[config.mk]
export PLATFORM = sky130hd
export DESIGN_NAME = vss_fifo
export DESIGN_NICKNAME = d
export VERILOG_FILES = /design/src/hw/rtl/vss_pkg.sv /design/src/hw/rtl/vss_fifo.sv
export SDC_FILE = /design/constraint.sdc
export NUM_CORES = 1
export LEC_CHECK = 0
export BUFFER_PORTS_ARGS = -buffer_cell sky130_fd_sc_hd__buf_4
export CORE_MARGIN = 4
export CORE_UTILIZATION = 40
export CTS_BUF_LIST = sky130_fd_sc_hd__clkbuf_16
export CTS_CLUSTER_DIAMETER = 150
export DETAILED_ROUTE_END_ITERATION = 8
export SETUP_SLACK_MARGIN = 0.02
export SYNTH_ARGS = -nofsm -noshare
export SYNTH_HDL_FRONTEND = slang
export SYNTH_SLANG_ARGS = --single-unit
export TNS_END_PERCENT = 100
[constraint.sdc]
create_clock -name clk -period 8.5 [get_ports clk]
set_input_delay 0.85 -clock clk [delete_from_list [all_inputs] [get_ports clk]]
set_output_delay 0.85 -clock clk [all_outputs]
set_load 0.01 [all_outputs]
[src/hw/rtl/vss_pkg.sv]
// Package: shared types, constants and helpers of the vector similarity score core.
package vss_pkg;

    localparam int ACC_W   = 48;
    localparam int ELEM_W  = 16;
    localparam int PROD_W  = 34;
    localparam int QDEPTH  = 4;
    localparam int QPTR_W  = 2;
    localparam int QLVL_W  = 3;

    localparam logic signed [ACC_W-1:0] ACC_MAX = {1'b0, {(ACC_W-1){1'b1}}};
    localparam logic signed [ACC_W-1:0] ACC_MIN = {1'b1, {(ACC_W-1){1'b0}}};

    // Metric codes; the unused code behaves as cosine
    localparam logic [1:0] MODE_COS = 2'd0;
    localparam logic [1:0] MODE_EUC = 2'd1;
    localparam logic [1:0] MODE_IP  = 2'd2;
    localparam logic [1:0] MODE_RSV = 2'd3;

    typedef struct packed {
        logic signed [ELEM_W-1:0] elem_a;
        logic signed [ELEM_W-1:0] elem_b;
        logic                     last_elem;
    } in_item_t;

    typedef struct packed {
        logic signed [ACC_W-1:0] score;
        logic                    zero_norm;
    } out_item_t;

    // Finished sums of one vector pair
    typedef struct packed {
        logic signed [ACC_W-1:0] dot;
        logic signed [ACC_W-1:0] norm_a;
        logic signed [ACC_W-1:0] norm_b;
        logic signed [ACC_W-1:0] diff_sq;
    } job_t;

    // Saturating add of a sign-extended product into a 48-bit sum
    function automatic logic signed [ACC_W-1:0] sat_add(
        input logic signed [ACC_W-1:0]  acc,
        input logic signed [PROD_W-1:0] p
    );
        logic signed [ACC_W:0] s;
        s = {acc[ACC_W-1], acc} + {{(ACC_W+1-PROD_W){p[PROD_W-1]}}, p};
        if (s[ACC_W] != s[ACC_W-1])
            return s[ACC_W] ? ACC_MIN : ACC_MAX;
        return s[ACC_W-1:0];
    endfunction

endpackage

[src/hw/rtl/vss_fifo.sv]
// Job queue: holds finished vector sums between front and back.
module vss_fifo
    import vss_pkg::*;
(
    input  logic              clk,
    input  logic              rst_n,
    input  logic              wr_en,
    input  job_t              wr_data,
    input  logic              rd_en,
    output job_t              rd_data,
    output logic              q_empty,
    output logic [QLVL_W-1:0] level
);

    job_t              slot_reg [QDEPTH];
    logic [QPTR_W-1:0] wr_ptr_reg, rd_ptr_reg;
    logic [QLVL_W-1:0] level_reg;

    assign rd_data = slot_reg[rd_ptr_reg];
    assign q_empty = (level_reg == '0);
    assign level   = level_reg;

    // Store item
    always_ff @(posedge clk)
    begin
        if (wr_en)
        begin
            slot_reg[wr_ptr_reg] <= wr_data;
        end
    end

    // Advance pointers and level
    always_ff @(posedge clk or negedge rst_n)
    begin
        if (!rst_n)
        begin
            wr_ptr_reg <= '0;
            rd_ptr_reg <= '0;
            level_reg  <= '0;
        end
        else
        begin
            if (wr_en)
                wr_ptr_reg <= wr_ptr_reg + 1'b1;
            if (rd_en)
                rd_ptr_reg <= rd_ptr_reg + 1'b1;
            level_reg <= level_reg + QLVL_W'(wr_en) - QLVL_W'(rd_en);
        end
    end

endmodule

==> results.cfg <==
[status]
status = complete, no violations

[routing]
post-route-drc-count = 0
firstDrtPassIters = 7
routed_wire_length_per_instance_um = 22.6
drt_iter0_markers = 677
antenna_left = 0
vias = 12409
routed_via_density = 4.99
postRouteWirelength_um = 56300

[cells_and_area]
flip_flop_count_of_the_largest_register_all_copies_and_words_added = 768
finish.instance_area_um2 = 34600
finalCoreUtilization = 0.501
synthToLayoutAreaGrowth_pct = 23.2
finish.net_count = 1688
fill_cells = 5504
drive_gt1_frac = 0.462

[critical_path]
crit_top_cell = sky130_fd_sc_hd__buf_4
start_kind = flop
regToRegSetupSlack_ns = 5.41
critical-path-slowest-cell = sky130_fd_sc_hd__dfrtp_4
timing.critical_path.arrival_ns = 3.52
category_of_the_worst_setup_path_capture_point = output pin
worst_r2r_startpoint = wr_ptr_reg[0]$_DFFE_PN0P_
crit_path_cell_trace = buf_4 -> mux4_2 -> buf_4
cpLargestDelayFamily = flip-flops
worstPathMaxFanout = 69
timing.rr.end = slot_reg[2][108]$_DFFE_PP_
critical-path-max-stage-delay_ns = 1.18
r2r_cells = 5
crit_type = flop to output pin
critPathRequiredTime_ns = 7.65
worst-path-buf-inv = 2

[yosys]
net_count_synth = 1239
post_synth_num_cell_types = 18
yosys_warnings = 0
avgSynthCellArea_um2 = 27.1
netlist_instances = 1036
synth_area_um2 = 28100
synth_seq_cells = 775
synth_seq_area_share = 0.827

[sta]
rsz0062_at_grt = false
post-route-period-util = 0.514
finalHoldWorstSlack_ns = 0.428
final_period_minus_worst_setup_slack_ns = 4.37
worst_slack_ns = 4.13
worst_slew_pin_tran_ns = 1.15
max_freq_ghz = 0.229
hold_viol = 0
totalNegativeSetupSlack_ns = 0
setup_viol_count_final = 0
total_count_of_max_transition_violations_in_the_final_report = 0
worst_clk_skew_ns = 0.0210
timing.max_slew.rel_slack = 0.235

[power_and_ir_drop]
power_per_cell_area_nw_per_um2 = 352
worst_ir_drop_vdd_mv = 0.264
leakage_nw = 11.8

[global_route]
grt_use_total = 0.149
grt_pass1_wl_um = 83600
number_of_antenna_violations_at_the_first_check_in_global_routing = 6
grt_overflow = 0
grt_start_max_net_pins = 101
via_count_of_the_first_global_routing_pass = 13252

[placed_design]
gp_routability_congestion = 0.703
post-place-ws_ns = 4.72
port_bufs = 391
placed_wire_length_estimate_um = 33900
place_area_um2 = 32000

[clocking]
cts.htree.levels = 3
sinks_on_the_clock_net = 775
clk_transition_reported_paths_ns = 0.06
cts_root_buf = sky130_fd_sc_hd__clkbuf_16
clock_insertion_delay_at_the_later_pin_of_the_skew_report_ns = 0.61
tritoncts = done
post_cts.repair.setup_buffers = 0
clock_tree.buffer_depth = 3
cts_hold_repair.buffers = 1
cts_inserted_buffers = 82
cts.repair.resized = 0

[floorplan]
ioPinCount = 392
die_area_um2 = 74600
die-height_um = 273
row_count = 96
die_width_um = 273
area_of_the_core_region_um2 = 69100
start_util = 0.407

[hold_path]
hold_path.startpoint = wr_data[169]
holdPathEnd = slot_reg[1][169]$_DFFE_PP_
holdCritPathClass = input port to flop
hold_depth = 1

[job]
cap_violations = 0
stage by stage:
step	power, mW	std cells
floorplan	7.51	1036
global placement	9.02	2331
detailed placement	9.07	2331
CTS	12.4	2483
global route	12.8	2485
finish	12.2	2486
cell type report:
| type | instances | area [um^2] | share of cell area |
|---|---|---|---|
| diodes | 3 | 7.51 | 0.000217 |
| clock buffers | 83 | 2080 | 0.0600 |
| clock inverters | 68 | 490 | 0.0142 |
| inverters | 6 | 22.5 | 0.000651 |
| multi-input cells | 212 | 4520 | 0.130 |
| flip-flops and latches | 775 | 23200 | 0.672 |
| well taps | 931 | 1160 | 0.0337 |
| repair buffers | 408 | 3090 | 0.0893 |
report_power, final:
| part | internal [mW] | switching (mW) | leakage, nW |
|---|---|---|---|
| registers | 5.00 | 0.256 | 7.13 |
| clock network | 1.91 | 1.43 | 1.33 |
| logic | 1.79 | 1.80 | 3.32 |
| total | 8.70 | 3.48 | 11.8 |
kinds of logic (layout without fill, tap and decap cells):
logic type,Yosys count,in the layout,share of synthesized area
AO/OA/AOI/OAI,1,1,0.000178
XOR/XNOR,5,5,0.00156
adder cells (fa/ha/maj),7,7,0.00338
buffers and inverters,49,565,0.0127
flip-flops,775,775,0.827
multiplexers,192,192,0.154
other,0,3,0
AND/OR/NAND/NOR,7,7,0.00134
Yosys cell counts, drive strengths merged:
master,instances,area share
clkbuf,3,0.00040
nor3,1,0.00018
xor2,2,0.00062
and2,4,0.00089
inv,6,0.00080
edfxtp,768,0.82
nand2,2,0.00027
buf,40,0.012
xnor2,3,0.00094
o21ai,1,0.00018
dfrtp,7,0.0062
fa,1,0.00071
mux4,192,0.15
ha,6,0.0027
layout by cell type (no fill, tap or decap):
cell,count
sky130_fd_sc_hd__and2_4,4
sky130_fd_sc_hd__buf_12,2
sky130_fd_sc_hd__buf_4,405
sky130_fd_sc_hd__bufinv_16,4
sky130_fd_sc_hd__clkbuf_16,83
sky130_fd_sc_hd__clkinv_1,19
sky130_fd_sc_hd__clkinv_16,2
sky130_fd_sc_hd__clkinv_2,15
sky130_fd_sc_hd__clkinv_4,1
sky130_fd_sc_hd__clkinvlp_4,3
sky130_fd_sc_hd__dfrtp_1,5
sky130_fd_sc_hd__dfrtp_4,2
sky130_fd_sc_hd__diode_2,3
sky130_fd_sc_hd__dlygate4sd3_1,1
sky130_fd_sc_hd__edfxtp_1,768
sky130_fd_sc_hd__fa_1,1
sky130_fd_sc_hd__ha_1,6
sky130_fd_sc_hd__inv_1,26
sky130_fd_sc_hd__inv_16,2
sky130_fd_sc_hd__inv_6,2
sky130_fd_sc_hd__mux4_2,192
sky130_fd_sc_hd__nand2_1,2
sky130_fd_sc_hd__nor3_1,1
sky130_fd_sc_hd__o21ai_0,1
sky130_fd_sc_hd__xnor2_1,3
sky130_fd_sc_hd__xor2_1,2
per-layer routing:
| layer | global-route usage | part of all wire | vias to the layer above |
|---|---|---|---|
| met2 | 0.247 | 0.50 | 354 |
| met4 | 0.0521 | 0.030 | 2 |
| li1 | - | - | 5416 |
| met5 | 0 | 0.00021 | - |
| met1 | 0.184 | 0.39 | 6526 |
| met3 | 0.0514 | 0.081 | 111 |
worst max-delay path by stage:
stage | from | end | slack (ns) | cells after the start
after global placement | rd_ptr_reg[1]$_DFFE_PN0P_ | rd_data[64] | 4.75 | 3
after CTS | rd_ptr_reg[1]$_DFFE_PN0P_ | rd_data[73] | 4.03 | 3
after floorplan | wr_en | slot_reg[0][0]$_DFFE_PP_ | 2.72 | 1
final | rd_ptr_reg[1]$_DFFE_PN0P_ | rd_data[73] | 4.13 | 3
after detailed placement | rd_ptr_reg[1]$_DFFE_PN0P_ | rd_data[73] | 4.72 | 3
after global routing | rd_ptr_reg[1]$_DFFE_PN0P_ | rd_data[75] | 3.98 | 3
(Power assumes the default switching activity.)
