==> src/hw/rtl/vss_pkg.sv <==
// Package: shared types, constants and helpers of the vector similarity score core.
package vss_pkg;

    localparam int ACC_W   = 48;
    localparam int ELEM_W  = 16;
    localparam int PROD_W  = 34;
    localparam int QDEPTH  = 4;
    localparam int QPTR_W  = 2;
    localparam int QLVL_W  = 3;

    localparam logic signed [ACC_W-1:0] ACC_MAX = {1'b0, {(ACC_W-1){1'b1}}};
    localparam logic signed [ACC_W-1:0] ACC_MIN = {1'b1, {(ACC_W-1){1'b0}}};

    // Metric codes; the unused code behaves as cosine
    localparam logic [1:0] MODE_COS = 2'd0;
    localparam logic [1:0] MODE_EUC = 2'd1;
    localparam logic [1:0] MODE_IP  = 2'd2;
    localparam logic [1:0] MODE_RSV = 2'd3;

    typedef struct packed {
        logic signed [ELEM_W-1:0] elem_a;
        logic signed [ELEM_W-1:0] elem_b;
        logic                     last_elem;
    } in_item_t;

    typedef struct packed {
        logic signed [ACC_W-1:0] score;
        logic                    zero_norm;
    } out_item_t;

    // Finished sums of one vector pair
    typedef struct packed {
        logic signed [ACC_W-1:0] dot;
        logic signed [ACC_W-1:0] norm_a;
        logic signed [ACC_W-1:0] norm_b;
        logic signed [ACC_W-1:0] diff_sq;
    } job_t;

    // Saturating add of a sign-extended product into a 48-bit sum
    function automatic logic signed [ACC_W-1:0] sat_add(
        input logic signed [ACC_W-1:0]  acc,
        input logic signed [PROD_W-1:0] p
    );
        logic signed [ACC_W:0] s;
        s = {acc[ACC_W-1], acc} + {{(ACC_W+1-PROD_W){p[PROD_W-1]}}, p};
        if (s[ACC_W] != s[ACC_W-1])
            return s[ACC_W] ? ACC_MIN : ACC_MAX;
        return s[ACC_W-1:0];
    endfunction

endpackage

==> src/hw/rtl/vss_front.sv <==
// Front end: takes element pairs, forms products and accumulates the four sums.
module vss_front
    import vss_pkg::*;
(
    input  logic              clk,
    input  logic              rst_n,
    input  logic              push,
    output logic              full,
    input  in_item_t          in_item,
    input  logic [QLVL_W-1:0] q_level,
    output logic              job_push,
    output job_t              job_data
);

    logic                     s1_valid_reg;
    logic                     s1_last_reg;
    logic signed [PROD_W-1:0] p_ab_reg, p_aa_reg, p_bb_reg, p_dd_reg;
    logic signed [ACC_W-1:0]  dot_reg, na_reg, nb_reg, dsq_reg;
    logic signed [ACC_W-1:0]  dot_next, na_next, nb_next, dsq_next;
    logic signed [ELEM_W:0]   diff;
    logic signed [2*ELEM_W+1:0] dd_full;
    logic [QLVL_W:0]          in_flight;
    logic                     accept;

    // Count vectors queued or being handed over to the queue
    assign in_flight = {1'b0, q_level} + {{QLVL_W{1'b0}}, s1_valid_reg & s1_last_reg};
    assign full      = (in_flight >= (QLVL_W+1)'(QDEPTH));
    assign accept    = push & ~full;

    assign diff    = {in_item.elem_a[ELEM_W-1], in_item.elem_a}
                   - {in_item.elem_b[ELEM_W-1], in_item.elem_b};
    assign dd_full = diff * diff;

    // Register products
    always_ff @(posedge clk or negedge rst_n)
    begin
        if (!rst_n)
        begin
            s1_valid_reg <= 1'b0;
        end
        else
        begin
            s1_valid_reg <= accept;
        end
    end

    always_ff @(posedge clk)
    begin
        if (accept)
        begin
            s1_last_reg <= in_item.last_elem;
            p_ab_reg    <= PROD_W'(in_item.elem_a * in_item.elem_b);
            p_aa_reg    <= PROD_W'(in_item.elem_a * in_item.elem_a);
            p_bb_reg    <= PROD_W'(in_item.elem_b * in_item.elem_b);
            p_dd_reg    <= {2'b00, dd_full[2*ELEM_W-1:0]};
        end
    end

    // Accumulate with saturation
    always_comb
    begin
        dot_next = sat_add(dot_reg, p_ab_reg);
        na_next  = sat_add(na_reg,  p_aa_reg);
        nb_next  = sat_add(nb_reg,  p_bb_reg);
        dsq_next = sat_add(dsq_reg, p_dd_reg);
    end

    assign job_push         = s1_valid_reg & s1_last_reg;
    assign job_data.dot     = dot_next;
    assign job_data.norm_a  = na_next;
    assign job_data.norm_b  = nb_next;
    assign job_data.diff_sq = dsq_next;

    // Clear the sums once a vector is handed over
    always_ff @(posedge clk or negedge rst_n)
    begin
        if (!rst_n)
        begin
            dot_reg <= '0;
            na_reg  <= '0;
            nb_reg  <= '0;
            dsq_reg <= '0;
        end
        else if (s1_valid_reg)
        begin
            if (s1_last_reg)
            begin
                dot_reg <= '0;
                na_reg  <= '0;
                nb_reg  <= '0;
                dsq_reg <= '0;
            end
            else
            begin
                dot_reg <= dot_next;
                na_reg  <= na_next;
                nb_reg  <= nb_next;
                dsq_reg <= dsq_next;
            end
        end
    end

endmodule

==> config.mk <==
export PLATFORM = sky130hd
export DESIGN_NAME = vss_front
export DESIGN_NICKNAME = d
export VERILOG_FILES = /design/src/hw/rtl/vss_pkg.sv /design/src/hw/rtl/vss_front.sv
export SDC_FILE = /design/constraint.sdc
export NUM_CORES = 2
export LEC_CHECK = 0
export BUFFER_PORTS_ARGS = -buffer_cell sky130_fd_sc_hd__buf_2
export CAP_MARGIN = 20
export CORE_MARGIN = 5
export CORE_UTILIZATION = 65
export CTS_CLUSTER_DIAMETER = 40
export CTS_CLUSTER_SIZE = 12
export DETAILED_ROUTE_END_ITERATION = 8
export PLACE_DENSITY = 0.83
export REMOVE_ABC_BUFFERS = 1
export SYNTH_ARGS = -nofsm -noshare
export SYNTH_HDL_FRONTEND = slang
export SYNTH_SLANG_ARGS = --single-unit
==> constraint.sdc <==
create_clock -name clk -period 8.9 [get_ports clk]
set_input_delay 0.445 -clock clk [delete_from_list [all_inputs] [get_ports clk]]
set_output_delay 0.445 -clock clk [all_outputs]
set_load 0.05 [all_outputs]
==> impl_metrics.toml <==
[critical_path]
critical_path.endpoint_type = "flop"
critical-path-slowest-cell = "sky130_fd_sc_hd__fa_1"
cpPeakStageDelay_ns = 0.54
worst_r2r_endpoint = "dot_reg[15]"
r2r-start = "p_ab_reg[31]"
rr_worst_depth = 13
timing.critical_path.from_type = "input port"
crit_required_ns = 9.26
timing.reg2reg.setup_slack_ns = 3.75
timing.setup.critical_path_class = "in2reg"
critPathMaxFanout = 6
worstPathArrival_ns = 8.90
cpMostUsedCell = "sky130_fd_sc_hd__fa_1"

[logic_synthesis]
ys_async_sr_fraction_pct = 60.50
count_of_flip_flops_with_a_built_in_enable_after_synthesis = 126
synthesis.instances = 6542
yosys.cell_types.count = 104
synthDominantCellAreaShare_pct = 33.60
postSynthAreaPerCell_sq_um = 9.106
synth_area_sq_um = 59570
synth.top_cells.by_area = "sky130_fd_sc_hd__fa_1, sky130_fd_sc_hd__ha_1, sky130_fd_sc_hd__inv_1"
yosys_warnings = 0
cell_with_the_most_instances_after_synthesis = "sky130_fd_sc_hd__inv_1"
dominant_synthesized_flop_cell = "sky130_fd_sc_hd__dfrtp_1"
synth-seq-area-share_pct = 14.46
number_of_flip_flops_and_latches_in_the_synthesized_netlist = 319
synthDominantAreaCellType = "sky130_fd_sc_hd__fa_1"
netlist_top_cells_count = "sky130_fd_sc_hd__inv_1, sky130_fd_sc_hd__fa_1, sky130_fd_sc_hd__nand2_1"

[floorplan]
initial_utilization_pct = 65.29
fp.coreArea_sq_um = 91250
die_area_sq_um = 97800
floorplan.die.width_um = 312.7
die-height_um = 312.7
rows = 111
floorplan.io_pins = 233

[global_route]
grt.overflow.total = 0
first_global_vias = 51320
global_route.peak_usage_layer = "met2"
wire_length_of_the_first_global_routing_pass_um = 263200
grt_antenna_before_repair = 10
grt_use_met2_pct = 56.25
pin_count_of_the_biggest_net_entering_global_routing = 128
grt.met1_usage_pct = 41.55
groute.layer.met3.usage_pct = 8.238
grt_util_all_layers_pct = 33.29

[sta]
finalClockSkew_ns = 0.02660
timing.max_slew.rel_slack_pct = 23.70
hold_vio_cnt_final = 0
finalHoldWorstSlack_ns = 0.4204
clock.fmax_mhz = 117.0
setup-violations-final = 0
fin_crit_sh_pct = 96.03
timing.final.max_slew_violations = 0
timing.final.crit_period_ns = 8.546
worst_slew_pin_slew_ns = 1.144

[clock_tree]
clkSinkCount = 319
cts_bufs_inserted = 66
clock_tree.root_cell = "sky130_fd_sc_hd__clkbuf_16"
ctsLongestPathBuffers = 3
tritoncts = "yes"
clk_latency_ns = 0.61
clock_tree.htree_level_count = 3
clkSlewWorstSetupHoldPaths_ns = 0.05

[placed_design]
dp.cells = 7851
port_buffers = 232
post_dp_cell_area_sq_um = 62260
final_replace_weighted_congestion = 0.9647
dpl.hpwl_um = 128100

[detailed_routing]
route.detailed.vias_per_inst = 5.957
drc_errors = 0
drt-initial-drc-count = 3882
count_of_nets_left_with_antenna_violations_after_detail_routing = 0
detail_route.first_pass.iterations = 6
route.vias.total = 47560
wire_per_inst_um = 20.22
drt_wl_total_um = 161400

[finish]
layoutNonFillerInstCount = 7983
design.final.nets = 8312
design_area_sq_um = 64540
layout.filler_cells = 6733
fraction_of_final_layout_cells_with_drive_strength_greater_than_1_pct = 8.704
area_growth_from_synthesis_to_layout_pct = 8.334
multiInputGateArea_sq_um = 44710
seqCellArea_sq_um = 8617

[job]
maxCapViolCount = 0

[outcome]
run_status = "completed"

[min_path]
worst_min_delay_path_class = "in2async"
-- per-stage QoR --
stage	setup TNS, ns	setup slack [ns]	utilization [%]
3_3_place_gp	-0.2045	-0.1414	68.23
6_report	0	0.3536	70.73
5_1_grt	-0.002866	-0.002866	70.72
2_1_floorplan	0	0.02024	-
3_5_place_dp	-0.9173	-0.3012	68.23
4_1_cts	0	0.3487	70.64
-- metal layers --
metal,part of all wire (%),vias to the layer above
met5,0.024,-
met4,4.4,6
met3,9.3,529
met2,48,2013
met1,38,23710
li1,-,21290
-- worst max-delay path: cells and delay by family --
family | cells | cell delay, ns
compound gates | 13 | 2.65
fa+ha+maj | 9 | 3.93
xor+xnor | 1 | 0.15
buf+inv | 9 | 1.08
simple gates | 6 | 0.64
-- cells by family (layout without fill, tap and decap cells) --
kind of cell    Yosys count  in the layout  share of synthesized area [%]
mux                      11             11                         0.2226
fa+ha+maj              1537           1537                          44.88
other cells               0              7                              0
simple gates           1534           1534                          11.83
buf+inv                1646           1894                          10.62
compound gates         1167           1167                          13.15
xor+xnor                328            328                          4.835
flops                   319            319                          14.46
-- cells in the final DEF (no fill, tap or decap), types with 33 or more instances in the layout --
master	n
sky130_fd_sc_hd__nor3_1	60
sky130_fd_sc_hd__nand3_1	49
sky130_fd_sc_hd__nand2_1	586
sky130_fd_sc_hd__buf_4	139
sky130_fd_sc_hd__and2_1	101
sky130_fd_sc_hd__inv_1	1383
sky130_fd_sc_hd__a21oi_1	287
sky130_fd_sc_hd__ha_1	536
sky130_fd_sc_hd__clkbuf_16	66
sky130_fd_sc_hd__o21ai_0	234
sky130_fd_sc_hd__nand2b_1	60
sky130_fd_sc_hd__nand4_1	44
sky130_fd_sc_hd__o21a_1	39
sky130_fd_sc_hd__and3_1	35
sky130_fd_sc_hd__o221ai_1	79
sky130_fd_sc_hd__xnor2_1	209
sky130_fd_sc_hd__buf_2	231
sky130_fd_sc_hd__edfxtp_1	126
sky130_fd_sc_hd__a21o_1	160
sky130_fd_sc_hd__fa_1	1000
sky130_fd_sc_hd__xor2_1	118
sky130_fd_sc_hd__o21bai_1	33
sky130_fd_sc_hd__nor2_1	459
sky130_fd_sc_hd__nor2b_1	40
sky130_fd_sc_hd__dfrtp_1	192
sky130_fd_sc_hd__a31oi_1	45
sky130_fd_sc_hd__o2bb2ai_1	54
-- final cells by class --
cell class                      instances  area share, %
Antenna cell                            7        0.02714
Sequential cell                       319          13.35
Tap cell                             1186          2.299
Inverter                             1398          8.133
Multi-Input combinational cell       4577          69.28
Clock buffer                           72          2.594
Clock inverter                         49         0.7871
Timing Repair Buffer                  375          3.523
-- worst max path at each step --
stage	from	end	slack (ns)	cells after the start
3_5_place_dp	in_item[17]	p_dd_reg[30]	-0.30	38
4_1_cts	in_item[17]	p_dd_reg[30]	0.35	38
3_3_place_gp	in_item[17]	p_dd_reg[30]	-0.14	36
6_report	in_item[17]	p_dd_reg[30]	0.35	38
2_1_floorplan	in_item[17]	p_dd_reg[30]	0.02	36
5_1_grt	in_item[17]	p_dd_reg[30]	-0.003	38
-- repair_timing --
action | CTS | global route
resized for setup | 0 | 10
setup buffers | 0 | 2
hold buffers | 2 | 0
endpoints found under the hold margin | 69 | 0
setup endpoints to repair | 0 | 5
Power is left out: the tool's default activity adds up to more than one toggle a clock period on the data nets, which glitch-free logic cannot reach.
