$ cat src/hw/rtl/vss_pkg.sv
// Package: shared types, constants and helpers of the vector similarity score core.
package vss_pkg;

    localparam int ACC_W   = 48;
    localparam int ELEM_W  = 16;
    localparam int PROD_W  = 34;
    localparam int QDEPTH  = 4;
    localparam int QPTR_W  = 2;
    localparam int QLVL_W  = 3;

    localparam logic signed [ACC_W-1:0] ACC_MAX = {1'b0, {(ACC_W-1){1'b1}}};
    localparam logic signed [ACC_W-1:0] ACC_MIN = {1'b1, {(ACC_W-1){1'b0}}};

    // Metric codes; the unused code behaves as cosine
    localparam logic [1:0] MODE_COS = 2'd0;
    localparam logic [1:0] MODE_EUC = 2'd1;
    localparam logic [1:0] MODE_IP  = 2'd2;
    localparam logic [1:0] MODE_RSV = 2'd3;

    typedef struct packed {
        logic signed [ELEM_W-1:0] elem_a;
        logic signed [ELEM_W-1:0] elem_b;
        logic                     last_elem;
    } in_item_t;

    typedef struct packed {
        logic signed [ACC_W-1:0] score;
        logic                    zero_norm;
    } out_item_t;

    // Finished sums of one vector pair
    typedef struct packed {
        logic signed [ACC_W-1:0] dot;
        logic signed [ACC_W-1:0] norm_a;
        logic signed [ACC_W-1:0] norm_b;
        logic signed [ACC_W-1:0] diff_sq;
    } job_t;

    // Saturating add of a sign-extended product into a 48-bit sum
    function automatic logic signed [ACC_W-1:0] sat_add(
        input logic signed [ACC_W-1:0]  acc,
        input logic signed [PROD_W-1:0] p
    );
        logic signed [ACC_W:0] s;
        s = {acc[ACC_W-1], acc} + {{(ACC_W+1-PROD_W){p[PROD_W-1]}}, p};
        if (s[ACC_W] != s[ACC_W-1])
            return s[ACC_W] ? ACC_MIN : ACC_MAX;
        return s[ACC_W-1:0];
    endfunction

endpackage

$ cat src/hw/rtl/vss_back.sv
// Back end: roots, divide and scoring of one vector pair at a time.
module vss_back
    import vss_pkg::*;
(
    input  logic      clk,
    input  logic      rst_n,
    input  logic [1:0] mode,
    input  logic      q_empty,
    input  job_t      q_head,
    output logic      q_pop,
    output logic      empty,
    input  logic      pop,
    output out_item_t out_item
);

    typedef enum logic [6:0] {
        ST_IDLE = 7'b0000001,
        ST_SQA  = 7'b0000010,
        ST_SQB  = 7'b0000100,
        ST_SQE  = 7'b0001000,
        ST_MUL  = 7'b0010000,
        ST_DIV  = 7'b0100000,
        ST_FIN  = 7'b1000000
    } state_t;

    state_t      state_reg, state_next;
    logic [6:0]  cnt_reg, cnt_next;

    // Square root datapath
    logic [63:0] x_reg, x_next;
    logic [34:0] rem_reg, rem_next;
    logic [31:0] root_reg, root_next;
    logic [34:0] rem2, trial;
    logic        sq_ge;

    // Divide datapath
    logic [31:0] ra_reg, ra_next, rb_reg, rb_next;
    logic [63:0] den_reg, den_next;
    logic [79:0] num_reg, num_next;
    logic [64:0] r_reg, r_next, r2;
    logic [47:0] q_reg, q_next;
    logic        ovf_reg, ovf_next, dv_ge;
    logic        neg_reg, neg_next;

    logic signed [ACC_W-1:0] res_reg, res_next;
    logic        flag_reg, flag_next;
    logic        out_valid_reg, out_valid_next;
    out_item_t   out_reg, out_next;

    logic        head_neg, is_cos;
    logic [47:0] head_mag;

    assign head_neg = q_head.dot[ACC_W-1];
    assign head_mag = head_neg ? 48'(-q_head.dot) : 48'(q_head.dot);
    assign is_cos   = (mode == MODE_COS) || (mode == MODE_RSV);

    // One root step: two radicand bits per cycle
    assign rem2  = {rem_reg[32:0], x_reg[63:62]};
    assign trial = {1'b0, root_reg, 2'b01};
    assign sq_ge = (rem2 >= trial);

    // One quotient bit per cycle
    assign r2    = {r_reg[63:0], num_reg[79]};
    assign dv_ge = (r2 >= {1'b0, den_reg});

    assign q_pop    = (state_reg == ST_IDLE) && !q_empty;
    assign empty    = !out_valid_reg;
    assign out_item = out_reg;

    always_comb
    begin
        state_next     = state_reg;
        cnt_next       = cnt_reg;
        x_next         = x_reg;
        rem_next       = rem_reg;
        root_next      = root_reg;
        ra_next        = ra_reg;
        rb_next        = rb_reg;
        den_next       = den_reg;
        num_next       = num_reg;
        r_next         = r_reg;
        q_next         = q_reg;
        ovf_next       = ovf_reg;
        neg_next       = neg_reg;
        res_next       = res_reg;
        flag_next      = flag_reg;
        out_next       = out_reg;
        out_valid_next = out_valid_reg && !pop;

        unique case (state_reg)
            ST_IDLE:
            begin
                // Pick up the next job and classify it
                if (!q_empty)
                begin
                    rem_next  = '0;
                    root_next = '0;
                    cnt_next  = 7'd31;
                    neg_next  = head_neg;
                    num_next  = {head_mag, 32'd0};
                    rb_next   = q_head.norm_b[47:16];
                    x_next    = {q_head.norm_b[47:0], 16'd0};
                    flag_next = 1'b0;
                    if (mode == MODE_EUC)
                    begin
                        x_next     = {8'd0, q_head.diff_sq, 8'd0};
                        state_next = ST_SQE;
                    end
                    else if (mode == MODE_IP)
                    begin
                        res_next   = head_neg ? -$signed(head_mag >> 8)
                                              : $signed(head_mag >> 8);
                        state_next = ST_FIN;
                    end
                    else if (is_cos && (q_head.norm_a == '0 || q_head.norm_b == '0))
                    begin
                        res_next   = '0;
                        flag_next  = 1'b1;
                        state_next = ST_FIN;
                    end
                    else
                    begin
                        x_next     = {q_head.norm_a[47:0], 16'd0};
                        // Park norm_b radicand in den until root a is done
                        den_next   = {q_head.norm_b[47:0], 16'd0};
                        state_next = ST_SQA;
                    end
                end
            end
            ST_SQA, ST_SQB, ST_SQE:
            begin
                rem_next  = sq_ge ? (rem2 - trial) : rem2;
                root_next = {root_reg[30:0], sq_ge};
                x_next    = {x_reg[61:0], 2'b00};
                cnt_next  = cnt_reg - 1'b1;
                if (cnt_reg == '0)
                begin
                    if (state_reg == ST_SQA)
                    begin
                        ra_next    = {root_reg[30:0], sq_ge};
                        x_next     = den_reg;
                        rem_next   = '0;
                        root_next  = '0;
                        cnt_next   = 7'd31;
                        state_next = ST_SQB;
                    end
                    else if (state_reg == ST_SQB)
                    begin
                        rb_next    = {root_reg[30:0], sq_ge};
                        state_next = ST_MUL;
                    end
                    else
                    begin
                        res_next   = -$signed({16'd0, root_reg[30:0], sq_ge});
                        state_next = ST_FIN;
                    end
                end
            end
            ST_MUL:
            begin
                den_next   = ra_reg * rb_reg;
                r_next     = '0;
                q_next     = '0;
                ovf_next   = 1'b0;
                cnt_next   = 7'd79;
                state_next = ST_DIV;
            end
            ST_DIV:
            begin
                r_next   = dv_ge ? (r2 - {1'b0, den_reg}) : r2;
                q_next   = {q_reg[46:0], dv_ge};
                ovf_next = ovf_reg | q_reg[47];
                num_next = {num_reg[78:0], 1'b0};
                cnt_next = cnt_reg - 1'b1;
                if (cnt_reg == '0)
                begin
                    // Saturate to the score range
                    if (ovf_reg || q_reg[47] || q_reg[46])
                        res_next = neg_reg ? ACC_MIN : ACC_MAX;
                    else
                        res_next = neg_reg ? -$signed({q_reg[46:0], dv_ge})
                                           : $signed({q_reg[46:0], dv_ge});
                    state_next = ST_FIN;
                end
            end
            ST_FIN:
            begin
                // Hand over once the output slot is free
                if (!out_valid_reg || pop)
                begin
                    out_next.score     = res_reg;
                    out_next.zero_norm = flag_reg;
                    out_valid_next     = 1'b1;
                    state_next         = ST_IDLE;
                end
            end
            default:
            begin
                state_next = ST_IDLE;
            end
        endcase
    end

    always_ff @(posedge clk or negedge rst_n)
    begin
        if (!rst_n)
        begin
            state_reg     <= ST_IDLE;
            out_valid_reg <= 1'b0;
        end
        else
        begin
            state_reg     <= state_next;
            out_valid_reg <= out_valid_next;
        end
    end

    always_ff @(posedge clk)
    begin
        cnt_reg  <= cnt_next;
        x_reg    <= x_next;
        rem_reg  <= rem_next;
        root_reg <= root_next;
        ra_reg   <= ra_next;
        rb_reg   <= rb_next;
        den_reg  <= den_next;
        num_reg  <= num_next;
        r_reg    <= r_next;
        q_reg    <= q_next;
        ovf_reg  <= ovf_next;
        neg_reg  <= neg_next;
        res_reg  <= res_next;
        flag_reg <= flag_next;
        out_reg  <= out_next;
    end

endmodule

$ cat config.mk
export PLATFORM = sky130hd
export DESIGN_NAME = vss_back
export DESIGN_NICKNAME = d
export VERILOG_FILES = /design/src/hw/rtl/vss_pkg.sv /design/src/hw/rtl/vss_back.sv
export SDC_FILE = /design/constraint.sdc
export NUM_CORES = 2
export LEC_CHECK = 0
export ABC_AREA = 1
export BUFFER_PORTS_ARGS = -buffer_cell sky130_fd_sc_hd__buf_2
export CAP_MARGIN = 15
export CORE_MARGIN = 2
export CORE_UTILIZATION = 25
export CTS_BUF_LIST = sky130_fd_sc_hd__clkbuf_4
export DETAILED_ROUTE_END_ITERATION = 8
export PLACE_DENSITY_LB_ADDON = 0.12
export SLEW_MARGIN = 15
export SYNTH_ARGS = -nofsm -noshare
export SYNTH_HDL_FRONTEND = slang
export SYNTH_SLANG_ARGS = --single-unit
$ cat constraint.sdc
create_clock -name clk -period 6.5 [get_ports clk]
set_input_delay 1.625 -clock clk [delete_from_list [all_inputs] [get_ports clk]]
set_output_delay 1.625 -clock clk [all_outputs]
set_load 0.005 [all_outputs]
==> results.ini <==
[global_route]
largest_net_degree_at_the_start_of_global_routing=115
grt_antenna_before_repair=26
global_route_wire_length_before_repair_mm=426
grt_pass1_vias=63500
grt.total_usage_pct=20.6
grt-ovfl-total=0

[timing]
post-route-period-util_pct=113
finalMaxSlewViolations=0
timing.slew.headroom_pct=22.5
setup_ws_ns=-0.862
fin_worst_skew_ns=0.109
rsz0062_at_grt=yes
finalSetupTns_ns=-30.78
finalHoldViolations=0
period_needed_ns=7.36
clock.fmax_mhz=136
worst-slew-pin-transition_ns=1.15
report.final.setup_viol=48

[synthesis]
share_of_synthesized_area_occupied_by_flip_flops_and_latches_pct=23.2
synth_nets=10200
syn-instance-count=8772
synth_area_leaders=sky130_fd_sc_hd__fa_1 26%, sky130_fd_sc_hd__edfxtp_1 23%, sky130_fd_sc_hd__nand2_1 12%
synth_commonest_cells=2107 x sky130_fd_sc_hd__nand2_1, 2077 x sky130_fd_sc_hd__inv_1, 897 x sky130_fd_sc_hd__fa_1
yosys.area.top_type=sky130_fd_sc_hd__fa_1
synth.avg_cell_area_um2=7.84
dominantRegCellSynth=sky130_fd_sc_hd__edfxtp_1
synth_top_area_share_pct=26.1
synth_seq_cells=532
ys.warnings.count=0
most_frequently_used_cell_type_in_the_post_synthesis_netlist=sky130_fd_sc_hd__nand2_1
synth.cell_area_um2=68700
number_of_flops_mapped_to_enable_cells_by_yosys=524
synth.lib_cells_used.distinct=61
synthArstFlopShare_pct=1.50

[worst_setup_path]
maximum_fanout_encountered_on_the_critical_timing_path=5
worst_ep_required_time_ns=7.44
worst_path_largest_cell_delay_ns=0.62
critical_path_class=reg2reg
timing.critical_path.from_type=register
cell_repeated_most_along_the_worst_path=sky130_fd_sc_hd__fa_1
kind_of_end_point_of_the_critical_path=register
worst_path_max_delay_cell=sky130_fd_sc_hd__fa_1
critical_path_arrival_ns=8.30

[clock_network]
tritoncts=built
h-tree-depth=4
maximum_count_of_clock_buffers_along_a_single_path=3
cts_made_buffers=174
clkTransAtPathRegs_ns=0.06
clock_sink_count=532
clock_tree.root_cell=sky130_fd_sc_hd__clkbuf_4
clock_insertion_delay_at_the_later_pin_of_the_skew_report_ns=1.29
holdBufCountCts=0

[cells_and_area]
nFillCells=29300
finish.cell_count_without_fillers=13300
seqCellArea_um2=15900
nNetsFinal=11000
final_core_utilization_pct=31.1
final_layout_size_suffix_gt1_share_pct=19.4
multiInputGateArea_um2=46400
flow.area_growth_from_synthesis_pct=23.9

[route]
drtAntennaViolNets=0
totalWireLength_mm=291
num_vias=60900
wl_per_cell_um=21.8
dr.pass1.iters=6
post-route-drc-count=0
starting_drc_count_in_detailed_routing=4267
viasPerCell=4.58

[placement]
io_buffer_count=248
place_hpwl_mm=235
finalWeightedCongestion=0.920
placed_cell_count=12900

[floorplanning]
die_x_um=528
ioPinCount=249
core_footprint_um2=274000
fp.dieH_um=528
initial_core_util_pct=25.1
std_cell_rows=192
design.die.area_um2=279000

[run_status]
status=complete, but fails checks
failed_checks=setup timing

[run]
timing.max_cap.violations=0

[min_path]
hold_path.class=in2async

worst max-delay path, delay by kind of cell (launching register included):
kind | cells | cell delay, ns
AO/OA/AOI/OAI | 1 | 0.08
buffers and inverters | 9 | 0.93
flip-flops | 1 | 0.44
adder cells (fa/ha/maj) | 9 | 4.44
AND/OR/NAND/NOR | 9 | 1.19
layout make-up:
class,instances,share of cell area [%]
Timing Repair Buffer,959,9.63
Tap cell,3589,5.27
Multi-Input combinational cell,5813,54.5
Sequential cell,532,18.7
Antenna cell,19,0.0558
Inverter,2094,9.24
Clock buffer,239,2.11
Clock inverter,62,0.428
logic make-up (layout without fill, tap and decap cells):
kind of cell,Yosys count,in the layout,synth area share [%]
simple gates,3335,3335,20.1
buf+inv,2427,3354,13.4
fa+ha+maj,1265,1265,32.8
compound gates,1094,1094,9.03
flops,532,532,23.2
xor+xnor,119,119,1.52
other cells,0,19,0
final timing paths:
check / start / endpoint / slack, ns / cells after the start
setup reg to reg: ra_reg[10] / den_reg[49] / -0.86 / 28
hold / removal: rst_n / state_reg[3] / 0.26 / 1
min in group clk: res_reg[14] / out_item[15] / 0.41 / 0
setup / recovery: ra_reg[10] / den_reg[49] / -0.86 / 28
max in group asynchronous: rst_n / state_reg[0] / 5.96 / 1
hold reg to reg: res_reg[14] / out_item[15] / 0.41 / 0
layout by cell type, fill, tap and decap left out, types with 36 or more instances in the layout:
cell                       Yosys  layout
sky130_fd_sc_hd__inv_1      2077    1961
sky130_fd_sc_hd__nand4_1      62      62
sky130_fd_sc_hd__fa_1        897     832
sky130_fd_sc_hd__o211ai_1     68      68
sky130_fd_sc_hd__buf_6         0      43
sky130_fd_sc_hd__buf_2        39     248
sky130_fd_sc_hd__xnor2_1      72      65
sky130_fd_sc_hd__ha_1        368     318
sky130_fd_sc_hd__a21oi_1     344     289
sky130_fd_sc_hd__ha_4          0      48
sky130_fd_sc_hd__a22oi_1      36      36
sky130_fd_sc_hd__o21ai_0     422     362
sky130_fd_sc_hd__nand2_2      27      73
sky130_fd_sc_hd__nor2_2       16      43
sky130_fd_sc_hd__nand3_1     336     310
sky130_fd_sc_hd__clkinv_1      2      45
sky130_fd_sc_hd__nand2_1    2107    2031
sky130_fd_sc_hd__inv_2        15     127
sky130_fd_sc_hd__nor2_4       14      55
sky130_fd_sc_hd__xor2_1       47      37
sky130_fd_sc_hd__buf_4         6     556
sky130_fd_sc_hd__nor3_1       50      45
sky130_fd_sc_hd__nand2_4       7      36
sky130_fd_sc_hd__buf_12        0     100
sky130_fd_sc_hd__clkbuf_4      0     239
sky130_fd_sc_hd__fa_2          0      65
sky130_fd_sc_hd__o21ai_1      23      52
sky130_fd_sc_hd__nor2_1      616     548
sky130_fd_sc_hd__a31oi_1      60      49
sky130_fd_sc_hd__edfxtp_1    524     524
metrics by stage:
step	setup WS [ns]	area [um2]	hold slack [ns]
global placement	-1.36	79300	0.403
floorplan	-0.233	69800	0.400
detailed placement	-1.26	79300	0.405
global route	-1.14	85100	0.147
finish	-0.862	85100	0.261
CTS	-0.940	82900	0.123
what timing repair did:
action / CTS / global route
setup buffers: 36 / 68
cloned: 3 / 8
pin swaps: 40 / 224
setup endpoints to repair: 50 / 51
hold endpoints to repair: 0 / 0
gates resized for setup: 239 / 433
routing by layer:
metal | global-route usage (%) | wire length (um) | vias up
li1 | - | - | 28700
met3 | 2.31 | 11800 | 313
met2 | 33.9 | 136000 | 1459
met4 | 5.86 | 8560 | 12
met1 | 28.4 | 134000 | 30400
met5 | 0 | 81 | -
Power is not shown: default switching activity piles up to over one toggle a cycle in this logic, so the estimate is an artifact.
